**src/sv/lifegen_pkg.sv**
```systemverilog
`default_nettype none
// ----------------------------------------------------------------------------
// lifegen_pkg
// Shared codes and controller/datapath interface types for the
// life generation block.
// ----------------------------------------------------------------------------
package lifegen_pkg;

    localparam int ROW_IDX_W = 4;
    localparam int ROW_BITS  = 16;
    localparam int CODE_W    = 2;

    // action codes
    localparam logic [CODE_W-1:0] ACT_LOAD    = 2'd0;
    localparam logic [CODE_W-1:0] ACT_ADVANCE = 2'd1;
    localparam logic [CODE_W-1:0] ACT_READ    = 2'd2;

    // result kinds
    localparam logic [CODE_W-1:0] KIND_LOAD = 2'd0;
    localparam logic [CODE_W-1:0] KIND_GEN  = 2'd1;
    localparam logic [CODE_W-1:0] KIND_READ = 2'd2;

    typedef struct packed {
        logic ld;        // load word accepted
        logic rd_issue;  // read word accepted, issue memory read
        logic rd_resp;   // read data is back
        logic adv_init;  // advance accepted, prime the sweep
        logic adv_step;  // one sweep cycle
    } t_cmd;

    typedef struct packed {
        logic adv_last;  // final sweep cycle
    } t_stat;

endpackage
`default_nettype wire

```
**src/sv/lifegen_ram.sv**
```systemverilog
`default_nettype none
// ----------------------------------------------------------------------------
// lifegen_ram
// Generic simple dual-port RAM, one write port, one read port with
// registered read data. Contents undefined until written.
// ----------------------------------------------------------------------------
module lifegen_ram #(
    parameter int WIDTH = 16,
    parameter int DEPTH = 16
) (
    input  wire logic                     i_clk,
    input  wire logic                     i_we,
    input  wire logic [$clog2(DEPTH)-1:0] i_waddr,
    input  wire logic [WIDTH-1:0]         i_wdata,
    input  wire logic [$clog2(DEPTH)-1:0] i_raddr,
    output logic      [WIDTH-1:0]         o_rdata
);

    logic [WIDTH-1:0] r_mem [DEPTH];
    logic [WIDTH-1:0] r_rdata;

    always_ff @(posedge i_clk) begin
        if (i_we) begin
            r_mem[i_waddr] <= i_wdata;
        end
        r_rdata <= r_mem[i_raddr];
    end

    assign o_rdata = r_rdata;

endmodule
`default_nettype wire

```
**src/sv/lifegen_ctrl.sv**
```systemverilog
`default_nettype none
// ----------------------------------------------------------------------------
// lifegen_ctrl
// Command sequencer: decodes accepted words and walks the read and
// generation sweeps.
// ----------------------------------------------------------------------------
module lifegen_ctrl (
    input  wire logic                            i_clk,
    input  wire logic                            i_rst_n,
    input  wire logic                            start,
    input  wire logic [lifegen_pkg::CODE_W-1:0]  i_action,
    input  wire lifegen_pkg::t_stat              i_stat,
    output lifegen_pkg::t_cmd                    o_cmd,
    output logic                                 busy
);
    import lifegen_pkg::*;

    typedef enum logic [1:0] {
        S_IDLE,
        S_READ,
        S_ADV
    } t_state;

    t_state r_state, n_state;
    logic   r_busy;

    always_comb begin
        n_state = r_state;
        o_cmd   = '0;
        case (r_state)
            S_IDLE: begin
                if (start) begin
                    case (i_action)
                        ACT_LOAD: begin
                            o_cmd.ld = 1'b1;
                        end
                        ACT_ADVANCE: begin
                            o_cmd.adv_init = 1'b1;
                            n_state        = S_ADV;
                        end
                        ACT_READ: begin
                            o_cmd.rd_issue = 1'b1;
                            n_state        = S_READ;
                        end
                        default: ;  // unused code: dropped
                    endcase
                end
            end
            S_READ: begin
                o_cmd.rd_resp = 1'b1;
                n_state       = S_IDLE;
            end
            S_ADV: begin
                o_cmd.adv_step = 1'b1;
                if (i_stat.adv_last) begin
                    n_state = S_IDLE;
                end
            end
            default: begin
                n_state = S_IDLE;
            end
        endcase
    end

    always_ff @(posedge i_clk) begin
        if (!i_rst_n) begin
            r_state <= S_IDLE;
            r_busy  <= 1'b0;
        end else begin
            r_state <= n_state;
            r_busy  <= (n_state != S_IDLE);
        end
    end

    assign busy = r_busy;

endmodule
`default_nettype wire

```
**src/sv/lifegen_dp.sv**
```systemverilog
`default_nettype none
// ----------------------------------------------------------------------------
// lifegen_dp
// Board storage, three-row window and per-column neighbor rule, result
// registers.
// ----------------------------------------------------------------------------
module lifegen_dp #(
    parameter int GRID_ROWS = 16,
    parameter int GRID_COLS = 16
) (
    input  wire logic                               i_clk,
    input  wire logic                               i_rst_n,
    input  wire lifegen_pkg::t_cmd                  i_cmd,
    input  wire logic [lifegen_pkg::ROW_IDX_W-1:0]  i_row_index,
    input  wire logic [lifegen_pkg::ROW_BITS-1:0]   i_row_cells,
    output lifegen_pkg::t_stat                      o_stat,
    output logic                                    o_strobe,
    output logic [lifegen_pkg::CODE_W-1:0]          o_result_kind,
    output logic [lifegen_pkg::ROW_IDX_W-1:0]       o_result_row,
    output logic [lifegen_pkg::ROW_BITS-1:0]        o_result_cells
);
    import lifegen_pkg::*;

    localparam int AW = $clog2(GRID_ROWS);
    localparam int KW = $clog2(GRID_ROWS + 2);
    localparam int CW = 9;
    localparam logic [CW-1:0] ROWS_C = CW'(GRID_ROWS);
    localparam logic [KW-1:0] K_ROWS = KW'(GRID_ROWS);
    localparam logic [KW-1:0] K_LAST = KW'(GRID_ROWS + 1);
    localparam logic [KW-1:0] K_TWO  = KW'(2);
    localparam logic [KW-1:0] K_ONE  = KW'(1);

    // input decode
    logic                 in_range;
    logic [AW-1:0]        in_addr;
    logic [GRID_COLS-1:0] ld_row;
    logic [GRID_COLS+ROW_BITS-1:0] ld_ext;

    assign in_range = ({{(CW-ROW_IDX_W){1'b0}}, i_row_index} < ROWS_C);
    assign in_addr  = AW'({{(CW-ROW_IDX_W){1'b0}}, i_row_index});
    assign ld_ext   = {{GRID_COLS{1'b0}}, i_row_cells};
    assign ld_row   = ld_ext[GRID_COLS-1:0];

    // sweep state
    logic [KW-1:0]        r_k;
    logic [GRID_COLS-1:0] r_up, r_cur;
    logic [GRID_ROWS-1:0] r_valid;
    logic                 r_rd_ok;
    logic [ROW_IDX_W-1:0] r_row;

    logic k_lt_rows, k_ge_two, k_last;
    assign k_lt_rows = (r_k < K_ROWS);
    assign k_ge_two  = (r_k >= K_TWO);
    assign k_last    = (r_k == K_LAST);
    assign o_stat.adv_last = k_last;

    // memory ports
    logic                 we;
    logic [AW-1:0]        waddr, raddr;
    logic [GRID_COLS-1:0] wdata, rdata, rdata_m;
    logic [KW-1:0]        k_m2;

    assign k_m2 = r_k - K_TWO;

    always_comb begin
        raddr = '0;
        if (i_cmd.rd_issue) begin
            raddr = in_addr;
        end else if (i_cmd.adv_step && k_lt_rows) begin
            raddr = r_k[AW-1:0];
        end
    end

    lifegen_ram #(
        .WIDTH (GRID_COLS),
        .DEPTH (GRID_ROWS)
    ) u_ram (
        .i_clk   (i_clk),
        .i_we    (we),
        .i_waddr (waddr),
        .i_wdata (wdata),
        .i_raddr (raddr),
        .o_rdata (rdata)
    );

    // rows never written read as dead
    assign rdata_m = r_rd_ok ? rdata : '0;

    // below-row: nothing past the bottom edge
    logic [GRID_COLS-1:0] dn;
    assign dn = k_last ? '0 : rdata_m;

    // neighbor rule, one column per slice
    logic [GRID_COLS+1:0] up_p, cur_p, dn_p;
    logic [GRID_COLS-1:0] nxt_row;
    assign up_p  = {1'b0, r_up,  1'b0};
    assign cur_p = {1'b0, r_cur, 1'b0};
    assign dn_p  = {1'b0, dn,    1'b0};

    for (genvar c = 0; c < GRID_COLS; c++) begin : g_col
        logic [3:0] n;
        assign n = 4'(up_p[c]) + 4'(up_p[c+1]) + 4'(up_p[c+2])
                 + 4'(cur_p[c])                + 4'(cur_p[c+2])
                 + 4'(dn_p[c])  + 4'(dn_p[c+1]) + 4'(dn_p[c+2]);
        assign nxt_row[c] = (n == 4'd3) || ((n == 4'd2) && r_cur[c]);
    end

    assign we    = (i_cmd.ld && in_range) || (i_cmd.adv_step && k_ge_two);
    assign waddr = i_cmd.ld ? in_addr : k_m2[AW-1:0];
    assign wdata = i_cmd.ld ? ld_row : nxt_row;

    // read data, low columns
    logic [GRID_COLS+ROW_BITS-1:0] rd_ext;
    assign rd_ext = {{ROW_BITS{1'b0}}, rdata_m};

    always_ff @(posedge i_clk) begin
        if (!i_rst_n) begin
            r_valid  <= '0;
            r_rd_ok  <= 1'b0;
            o_strobe <= 1'b0;
            r_k      <= '0;
        end else begin
            if (we) begin
                r_valid[waddr] <= 1'b1;
            end
            r_rd_ok <= r_valid[raddr] &&
                       (i_cmd.rd_issue ? in_range : (i_cmd.adv_init || k_lt_rows));
            o_strobe <= i_cmd.ld || i_cmd.rd_resp || (i_cmd.adv_step && k_last);
            if (i_cmd.adv_init) begin
                r_k <= K_ONE;
            end else if (i_cmd.adv_step) begin
                r_k <= r_k + K_ONE;
            end
        end
    end

    always_ff @(posedge i_clk) begin
        if (i_cmd.rd_issue) begin
            r_row <= i_row_index;
        end
        if (i_cmd.adv_init) begin
            r_up  <= '0;
            r_cur <= '0;
        end else if (i_cmd.adv_step) begin
            r_up  <= r_cur;
            r_cur <= rdata_m;
        end
        if (i_cmd.ld) begin
            o_result_kind  <= KIND_LOAD;
            o_result_row   <= i_row_index;
            o_result_cells <= '0;
        end else if (i_cmd.rd_resp) begin
            o_result_kind  <= KIND_READ;
            o_result_row   <= r_row;
            o_result_cells <= rd_ext[ROW_BITS-1:0];
        end else if (i_cmd.adv_step && k_last) begin
            o_result_kind  <= KIND_GEN;
            o_result_row   <= '0;
            o_result_cells <= '0;
        end
    end

endmodule
`default_nettype wire

```
**src/sv/life_automaton_generation_step.sv**
```systemverilog
`default_nettype none
// ----------------------------------------------------------------------------
// life_automaton_generation_step
// Bounded life board: load row, advance one generation, read row.
// Load is answered in the cycle after acceptance; read after S_READ,
// advance after the sweep. busy: low after load, high in S_READ or in the
// sweep (one row per cycle through the single read port of the board RAM).
// Next word may start in the cycle its predecessor's result is shown.
// Synchronous reset clears the board at once (per-row valid bits).
// ----------------------------------------------------------------------------
module life_automaton_generation_step #(
    parameter int GRID_ROWS = 16,
    parameter int GRID_COLS = 16
) (
    input  wire logic                               i_clk,
    input  wire logic                               i_rst_n,
    input  wire logic                               start,
    output logic                                    busy,
    input  wire logic [lifegen_pkg::CODE_W-1:0]     i_action,
    input  wire logic [lifegen_pkg::ROW_IDX_W-1:0]  i_row_index,
    input  wire logic [lifegen_pkg::ROW_BITS-1:0]   i_row_cells,
    output logic                                    o_strobe,
    output logic [lifegen_pkg::CODE_W-1:0]          o_result_kind,
    output logic [lifegen_pkg::ROW_IDX_W-1:0]       o_result_row,
    output logic [lifegen_pkg::ROW_BITS-1:0]        o_result_cells
);
    import lifegen_pkg::*;

    t_cmd  cmd;
    t_stat stat;

    lifegen_ctrl u_ctrl (
        .i_clk    (i_clk),
        .i_rst_n  (i_rst_n),
        .start    (start),
        .i_action (i_action),
        .i_stat   (stat),
        .o_cmd    (cmd),
        .busy     (busy)
    );

    lifegen_dp #(
        .GRID_ROWS (GRID_ROWS),
        .GRID_COLS (GRID_COLS)
    ) u_dp (
        .i_clk          (i_clk),
        .i_rst_n        (i_rst_n),
        .i_cmd          (cmd),
        .i_row_index    (i_row_index),
        .i_row_cells    (i_row_cells),
        .o_stat         (stat),
        .o_strobe       (o_strobe),
        .o_result_kind  (o_result_kind),
        .o_result_row   (o_result_row),
        .o_result_cells (o_result_cells)
    );

    // end of a multi-cycle word always comes with its result
    a_fell_strobe: assert property (@(posedge i_clk) disable iff (!i_rst_n)
        $fell(busy) |-> o_strobe)
        else $error("busy dropped without result");

    a_load_resp: assert property (@(posedge i_clk) disable iff (!i_rst_n)
        (start && !busy && i_action == ACT_LOAD) |=>
            (o_strobe && o_result_kind == KIND_LOAD))
        else $error("load not answered next cycle");

    a_adv_busy: assert property (@(posedge i_clk) disable iff (!i_rst_n)
        (start && !busy && i_action == ACT_ADVANCE) |=> (busy && !o_strobe))
        else $error("advance did not hold busy");

    a_gen_zero: assert property (@(posedge i_clk) disable iff (!i_rst_n)
        (o_strobe && o_result_kind == KIND_GEN) |->
            (o_result_row == '0 && o_result_cells == '0))
        else $error("generation result carries data");

endmodule
`default_nettype wire
```
**config.mk**
```make
export PLATFORM = sky130hd
export DESIGN_NAME = life_automaton_generation_step
export DESIGN_NICKNAME = d
export VERILOG_FILES = /design/src/sv/lifegen_pkg.sv /design/src/sv/lifegen_ram.sv /design/src/sv/lifegen_ctrl.sv /design/src/sv/lifegen_dp.sv /design/src/sv/life_automaton_generation_step.sv
export SDC_FILE = /design/constraint.sdc
export NUM_CORES = 1
export LEC_CHECK = 0
export BUFFER_PORTS_ARGS = -buffer_cell sky130_fd_sc_hd__buf_2
export CAP_MARGIN = 20
export CORE_MARGIN = 1.5
export CORE_UTILIZATION = 56
export DETAILED_ROUTE_END_ITERATION = 6
export GPL_TIMING_DRIVEN = 0
export HOLD_SLACK_MARGIN = 0.03
export PLACE_DENSITY_LB_ADDON = 0.15
export SLEW_MARGIN = 20
export SYNTH_ARGS = -nofsm -noshare
export SYNTH_HDL_FRONTEND = slang
export SYNTH_SLANG_ARGS = --single-unit
```
**constraint.sdc**
```tcl
create_clock -name i_clk -period 4.8 [get_ports i_clk]
set_input_delay 0.96 -clock i_clk [delete_from_list [all_inputs] [get_ports i_clk]]
set_output_delay 0.96 -clock i_clk [all_outputs]
set_load 0.005 [all_outputs]
```
==> impl_metrics.json, run 1 <==
{
  "status": "finished, final reports clean",
  "antenna_found_initial": 0,
  "seq_power_share": 0.522,
  "htree_num_levels": 2,
  "cp_common_cell": "fa_1",
  "area_delta_synth_final_pct": 15.7,
  "hold_class": "register to register",
  "hold_violations": 0,
  "finClkSkew_ps": 18.5,
  "cp_slowest_cell": "fa_1",
  "layout_commonest_cell": "edfxtp_1",
  "comb_power_share": 0.052,
  "grt_pass1_vias": 11400,
  "cp_max_fo": 16,
  "ys_top_cells_by_area": "edfxtp_1 (48%), dfxtp_1 (11%), fa_1 (7.2%)",
  "power.share.clock": 0.426,
  "slowest_delay_ps": 540,
  "setup_tns_ps": 0,
  "wl_um": 41500,
  "place_area_mm2": 0.0178,
  "worstHoldStart": "u_dp.r_valid[1]",
  "max_freq_mhz": 217,
  "irDropWorstVdd_v": 0.000336,
  "hold_end": "u_dp.r_valid[1]",
  "tightest_slew_ps": 1120,
  "cts.sinks": 356,
  "ys_types": 50,
  "core.rowCount": 62,
  "path_cells": "inv_1 > ha_1 > nand4_1 > buf_4 > clkbuf_4 > nand3_1 > fa_1 > fa_1 > inv_1 > fa_1 > inv_1 > fa_1 > o41ai_4 > buf_6",
  "cts_buffer_depth": 3,
  "r2r_start": "u_dp.r_k[1]",
  "layout-drive-gt1-share": 0.131,
  "timing.hold.ws_ps": 461,
  "min_period_ps": 4600,
  "async_reset_ff_frac": 0,
  "min_path_cells": 1,
  "clkTransAtPathRegs_ps": 60,
  "stdcell_area_mm2": 0.0191,
  "power_mw": 6.40,
  "critPathKind": "register to register",
  "reg2reg_depth": 14,
  "dr.pass1.iters": 7,
  "fillers": 2182,
  "overflow": 0,
  "power_density_mw_per_mm2": 336,
  "ys_ff_latch": 356,
  "avgSynthCellArea_um2": 12.0,
  "place_congestion": 0.893,
  "via_per_inst": 5.88,
  "wl_per_cell_um": 21.8,
  "synth_top_flop_cell": "edfxtp_1",
  "grt_use_total": 0.276,
  "dpl.hpwl_um": 30400,
  "initialDrtViolationCount": 961,
  "synth_edf_count": 264,
  "antenna_cells": 0,
  "final-max-slew-violation-count": 0,
  "swShare": 0.217,
  "yosysSeqAreaShare": 0.593,
  "die-area_mm2": 0.0305,
  "root_buffer": "clkbuf_16",
  "start_util": 0.571,
  "synth_fp_nets": 1512,
  "setup_violations": 0,
  "crit_required_ps": 5140,
  "grt_pass1_wl_um": 63300,
  "post-route-drc-count": 0,
  "die_w_um": 175,
  "yosys_warnings": 0,
  "numCtsBuffers": 36,
  "postRouteAntennaNets": 0,
  "r2r_slack_ps": 200,
  "worstSkewPairLatency_ps": 520,
  "layout_common_cells": "edfxtp_1 (264), nand2_1 (160), a21oi_1 (156)",
  "relSlewSlack": 0.255,
  "cp-start-kind": "register",
  "power.switching_mw": 1.39,
  "rsz0062_at_grt": "false",
  "internal_power_mw": 5.01,
  "ios": 49,
  "end_kind": "register",
  "via_count": 11200,
  "rr_endpoint": "u_dp.u_ram.r_mem[15][9]",
  "final_net_count": 1630,
  "cts_tree": "yes",
  "regArea_mm2": 0.00977,
  "netlist_instances": 1374,
  "portBuffers": 48,
  "die_height_um": 175,
  "yosysTopAreaCell": "edfxtp_1",
  "utilization": 0.660,
  "min_period_over_period": 0.959,
  "coreArea_mm2": 0.0289,
  "grt_max_degree": 17,
  "maxCapViolCount": 0,
  "critPathArrivalTime_ps": 4950,
  "synth_top_area_share": 0.481,
  "multiInputGateArea_mm2": 0.00611,
  "p_leak_nw": 7.05,
  "synth_area_mm2": 0.0165
}
==> cells in the mapped netlist, types with 2 or more instances <==
cell type,count
edfxtp_1,264
nand2_1,160
a21oi_1,156
inv_1,146
dfxtp_1,92
fa_1,59
ha_1,54
clkbuf_1,50
nor2_1,50
a211oi_1,48
a21o_1,47
nand3_1,32
mux2i_1,18
a221oi_1,17
o21a_1,17
or4_1,16
a32o_1,15
o41ai_1,13
buf_1,12
a31oi_1,11
nor2b_1,11
buf_2,9
a2111oi_0,6
a22oi_1,6
o21ai_0,6
a22o_1,5
buf_6,5
nand2b_1,5
nand4_1,5
xnor2_1,5
and3_1,4
buf_4,4
nor3_1,4
a311oi_1,3
a2bb2oi_1,2
and2_1,2
o2111ai_1,2
==> sequential cells by signal, summed over array words and instances (netlist names), 2 cells and up <==
name,cells
u_dp.u_ram.r_mem,256
u_dp.o_result_cells,16
u_dp.r_cur,16
u_dp.r_up,16
u_dp.r_valid,16
u_dp.u_ram.o_rdata,16
u_dp.r_k,5
u_dp.o_result_row,4
u_dp.r_row,4
u_ctrl.r_state,2
u_dp.o_result_kind,2
==> metrics by stage <==
step | cells | setup WS, ps
after floorplan | 1374 | 5.34
after global placement | 1806 | -1670
after detailed placement | 1835 | -931
after CTS | 1902 | 70.8
after global routing | 1904 | 5.63
final | 1904 | 197
==> final cells by class <==
cell class / instances / share of cell area
flip-flops and latches: 356 / 0.513
clock inverters: 21 / 0.00946
inverters: 146 / 0.0288
clock buffers: 45 / 0.0507
multi-input cells: 791 / 0.321
plain buffers: 80 / 0.0198
repair buffers: 81 / 0.0326
well taps: 384 / 0.0252
==> worst max-delay path: cells and delay by family, from the launching register on <==
family | cells | cell delay (ps)
compound gates | 1 | 380
flops | 1 | 440
buf+inv | 6 | 1010
fa+ha+maj | 5 | 2180
simple gates | 2 | 390
==> routing by layer <==
metal,GRT usage,up-vias,routed length (µm)
met2,0.469,395,20400
met3,0.0361,67,2440
met5,0,-,0
met1,0.374,5573,17700
li1,-,5169,-
met4,0.0819,0,886
==> power groups by stage <==
stage	Combinational (mW)	Clock (mW)	Sequential (mW)
floorplan	0.187	0	3.40
global placement	0.294	0	3.41
detailed placement	0.323	0	3.41
CTS	0.327	2.75	3.34
global route	0.360	2.86	3.35
finish	0.331	2.73	3.34
==> what timing repair did <==
| item | in CTS | in global routing |
|---|---|---|
| buffers inserted | 2 | 2 |
| setup endpoints to repair | 208 | 100 |
| resized for setup | 6 | 14 |
| hold buffers | 0 | 0 |
| pin swaps | 2 | 2 |
==> logic make-up after synthesis <==
logic type	Yosys count	share of synthesized area
compound gates	360	0.145
xor+xnor	6	0.00319
fa+ha+maj	113	0.113
buf+inv	227	0.0557
flops	356	0.593
mux	18	0.0109
simple gates	294	0.0791
==> worst max path at each step <==
stage                                    to   startpoint
global route        u_dp.u_ram.r_mem[4][12]  u_dp.r_k[1]
finish              u_dp.u_ram.r_mem[15][9]  u_dp.r_k[1]
floorplan            u_dp.u_ram.r_mem[0][9]  u_dp.r_k[1]
global placement     u_dp.u_ram.r_mem[2][1]  u_dp.r_k[1]
CTS                 u_dp.u_ram.r_mem[2][13]  u_dp.r_k[1]
detailed placement  u_dp.u_ram.r_mem[2][13]  u_dp.r_k[1]
No activity file was read; power rests on OpenSTA's default activity.
==> run 2, diff against run 1 <==
- CORE_UTILIZATION: 56 -> 62
- clock period: 4.8 -> 4.3 ns (I/O delays scaled with it)
==> run 2 against run 1 <==
Highest routed layer unchanged. Clock power up 9.2%. Register-to-register slack worse by 140 ps. Combinational power up 19%. Via count up 3.7%.
==> impl_metrics.json, run 2 (same netlist as run 1, synthesis figures left out) <==
{
  "cts_tree": "yes",
  "power_density_mw_per_mm2": 368,
  "via_count": 11600,
  "crit_required_ps": 4700,
  "setup_ws_ps": 61.9,
  "wl_per_cell_um": 23.4,
  "final-max-slew-violation-count": 0,
  "largest_reg_flops": 256,
  "start_util": 0.632,
  "hold_buffers": 0,
  "tightest_slew_ps": 1130,
  "finClkSkew_ps": 17.1,
  "post-route-drc-count": 0,
  "dr.pass1.iters": 6,
  "dpl.hpwl_um": 30200,
  "antenna_found_initial": 4,
  "setup_tns_ps": 0,
  "clkTransAtPathRegs_ps": 60,
  "critPathKind": "register to register",
  "hold_class": "register to register",
  "wl_met2_um": 21000,
  "root_buffer": "clkbuf_16",
  "path_cells": "inv_4 > ha_1 > nand4_1 > clkbuf_8 > buf_12 > nand3_4 > fa_1 > fa_1 > inv_1 > fa_2 > buf_4 > a2111oi_4 > a21oi_2 > o41ai_4 > buf_4 > bufbuf_16",
  "initialDrtViolationCount": 1415,
  "antenna_cells": 0,
  "place_ws_ps": -972,
  "die_w_um": 166,
  "die_height_um": 166,
  "min_period_over_period": 0.986,
  "worstSkewPairLatency_ps": 530,
  "grt_use_total": 0.318,
  "overflow": 0,
  "die-area_mm2": 0.0276,
  "critPathBufInv": 7,
  "maxCapViolCount": 0,
  "cp_slowest_cell": "fa_1",
  "postRouteAntennaNets": 0,
  "final_net_count": 1643,
  "numCtsBuffers": 36,
  "portBuffers": 48,
  "irDropWorstVdd_v": 0.000380,
  "htree_num_levels": 2,
  "cts_buffer_depth": 3,
  "cp-start-kind": "register",
  "critPathArrivalTime_ps": 4630,
  "ios": 49,
  "p_leak_nw": 7.17,
  "timing.hold.ws_ps": 465,
  "end_kind": "register",
  "wl_um": 43700,
  "status": "finished, final reports clean",
  "place_congestion": 0.913,
  "min_period_ps": 4240,
  "wl_met1_um": 17300,
  "cts.sinks": 356,
  "core.rowCount": 59,
  "cp_top_family": "adder cells",
  "route.met3.wl_um": 3950,
  "layout_common_cells": "edfxtp_1 (264), nand2_1 (160), a21oi_1 (155)",
  "grt_pass1_wl_um": 66100,
  "hold_violations": 0,
  "regMostFlops": "u_dp.u_ram.r_mem",
  "layout_commonest_cell": "edfxtp_1",
  "slowest_delay_ps": 550,
  "power_mw": 7.11,
  "cp_max_fo": 8,
  "coreArea_mm2": 0.0261,
  "fillers": 1667,
  "relSlewSlack": 0.245,
  "area_delta_synth_final_pct": 17.3,
  "max_freq_mhz": 236,
  "layout-drive-gt1-share": 0.152,
  "via_per_inst": 6.23,
  "setup_violations": 0,
  "grt_pass1_vias": 11700,
  "grt_max_degree": 18,
  "top_layer": "met4"
}
-- run 2: cell types whose count changed in the layout (fill, tap and decap cells not counted), sizes merged --
cell and delta:
buf +11, clkinv -6, clkbuf +4, bufinv -3, inv +2, bufbuf +1
clkinvlp +1
-- run 2: area by class of cell --
type	instances	area, µm²	area share
Sequential cell	356	9770	0.506
Multi-Input combinational cell	791	6230	0.322
Clock buffer	48	1020	0.0530
Timing Repair Buffer	94	843	0.0436
Inverter	146	551	0.0285
Tap cell	335	419	0.0217
Buffer	80	399	0.0207
Clock inverter	15	91.3	0.00473
-- run 2: layer usage --
metal  vias to the layer above  GRT usage
met5                         -          0
met4                         0      0.118
met3                        92     0.0493
met2                       602      0.522
met1                      5736      0.432
li1                       5192          -
-- run 2: path summary, 6_finish.rpt --
check / startpoint / end / slack [ps] / cells past startpoint
worst max-delay path: u_dp.r_k[1] / u_dp.u_ram.r_mem[3][8] / 60 / 16
worst min-delay path: u_dp.r_valid[2] / u_dp.r_valid[2] / 460 / 1
worst max register to register: u_dp.r_k[1] / u_dp.u_ram.r_mem[3][8] / 60 / 16
worst min register to register: u_dp.r_valid[2] / u_dp.r_valid[2] / 460 / 1
-- run 2: through the flow --
stage,cell area [µm²],std cells,utilization
3_3_place_gp,17300,1757,0.665
4_1_cts,19200,1860,0.737
5_1_grt,19300,1865,0.742
6_report,19300,1865,0.742
3_5_place_dp,17600,1775,0.677
2_1_floorplan,16700,1374,-
-- run 2: repair_timing --
item | CTS | global route
setup buffers | 19 | 4
endpoints found under the setup margin | 224 | 206
gates cloned | 3 | 2
resized for setup | 30 | 27
pin swaps | 16 | 6
-- run 2: worst register-to-register path, stage by stage, from the launching register on --
cell	delay, ps
dfxtp_4	410
inv_4	60
ha_1	180
nand4_1	130
clkbuf_8	190
buf_12	130
nand3_4	80
fa_1	490
fa_1	550
inv_1	60
fa_2	390
buf_4	150
a2111oi_4	350
a21oi_2	90
o41ai_4	390
buf_4	210
bufbuf_16	270
-- run 2: where the power goes --
part           switching [mW]  internal [mW]
Sequential             0.0311           3.70
Clock                    1.29           1.68
Combinational           0.267          0.126
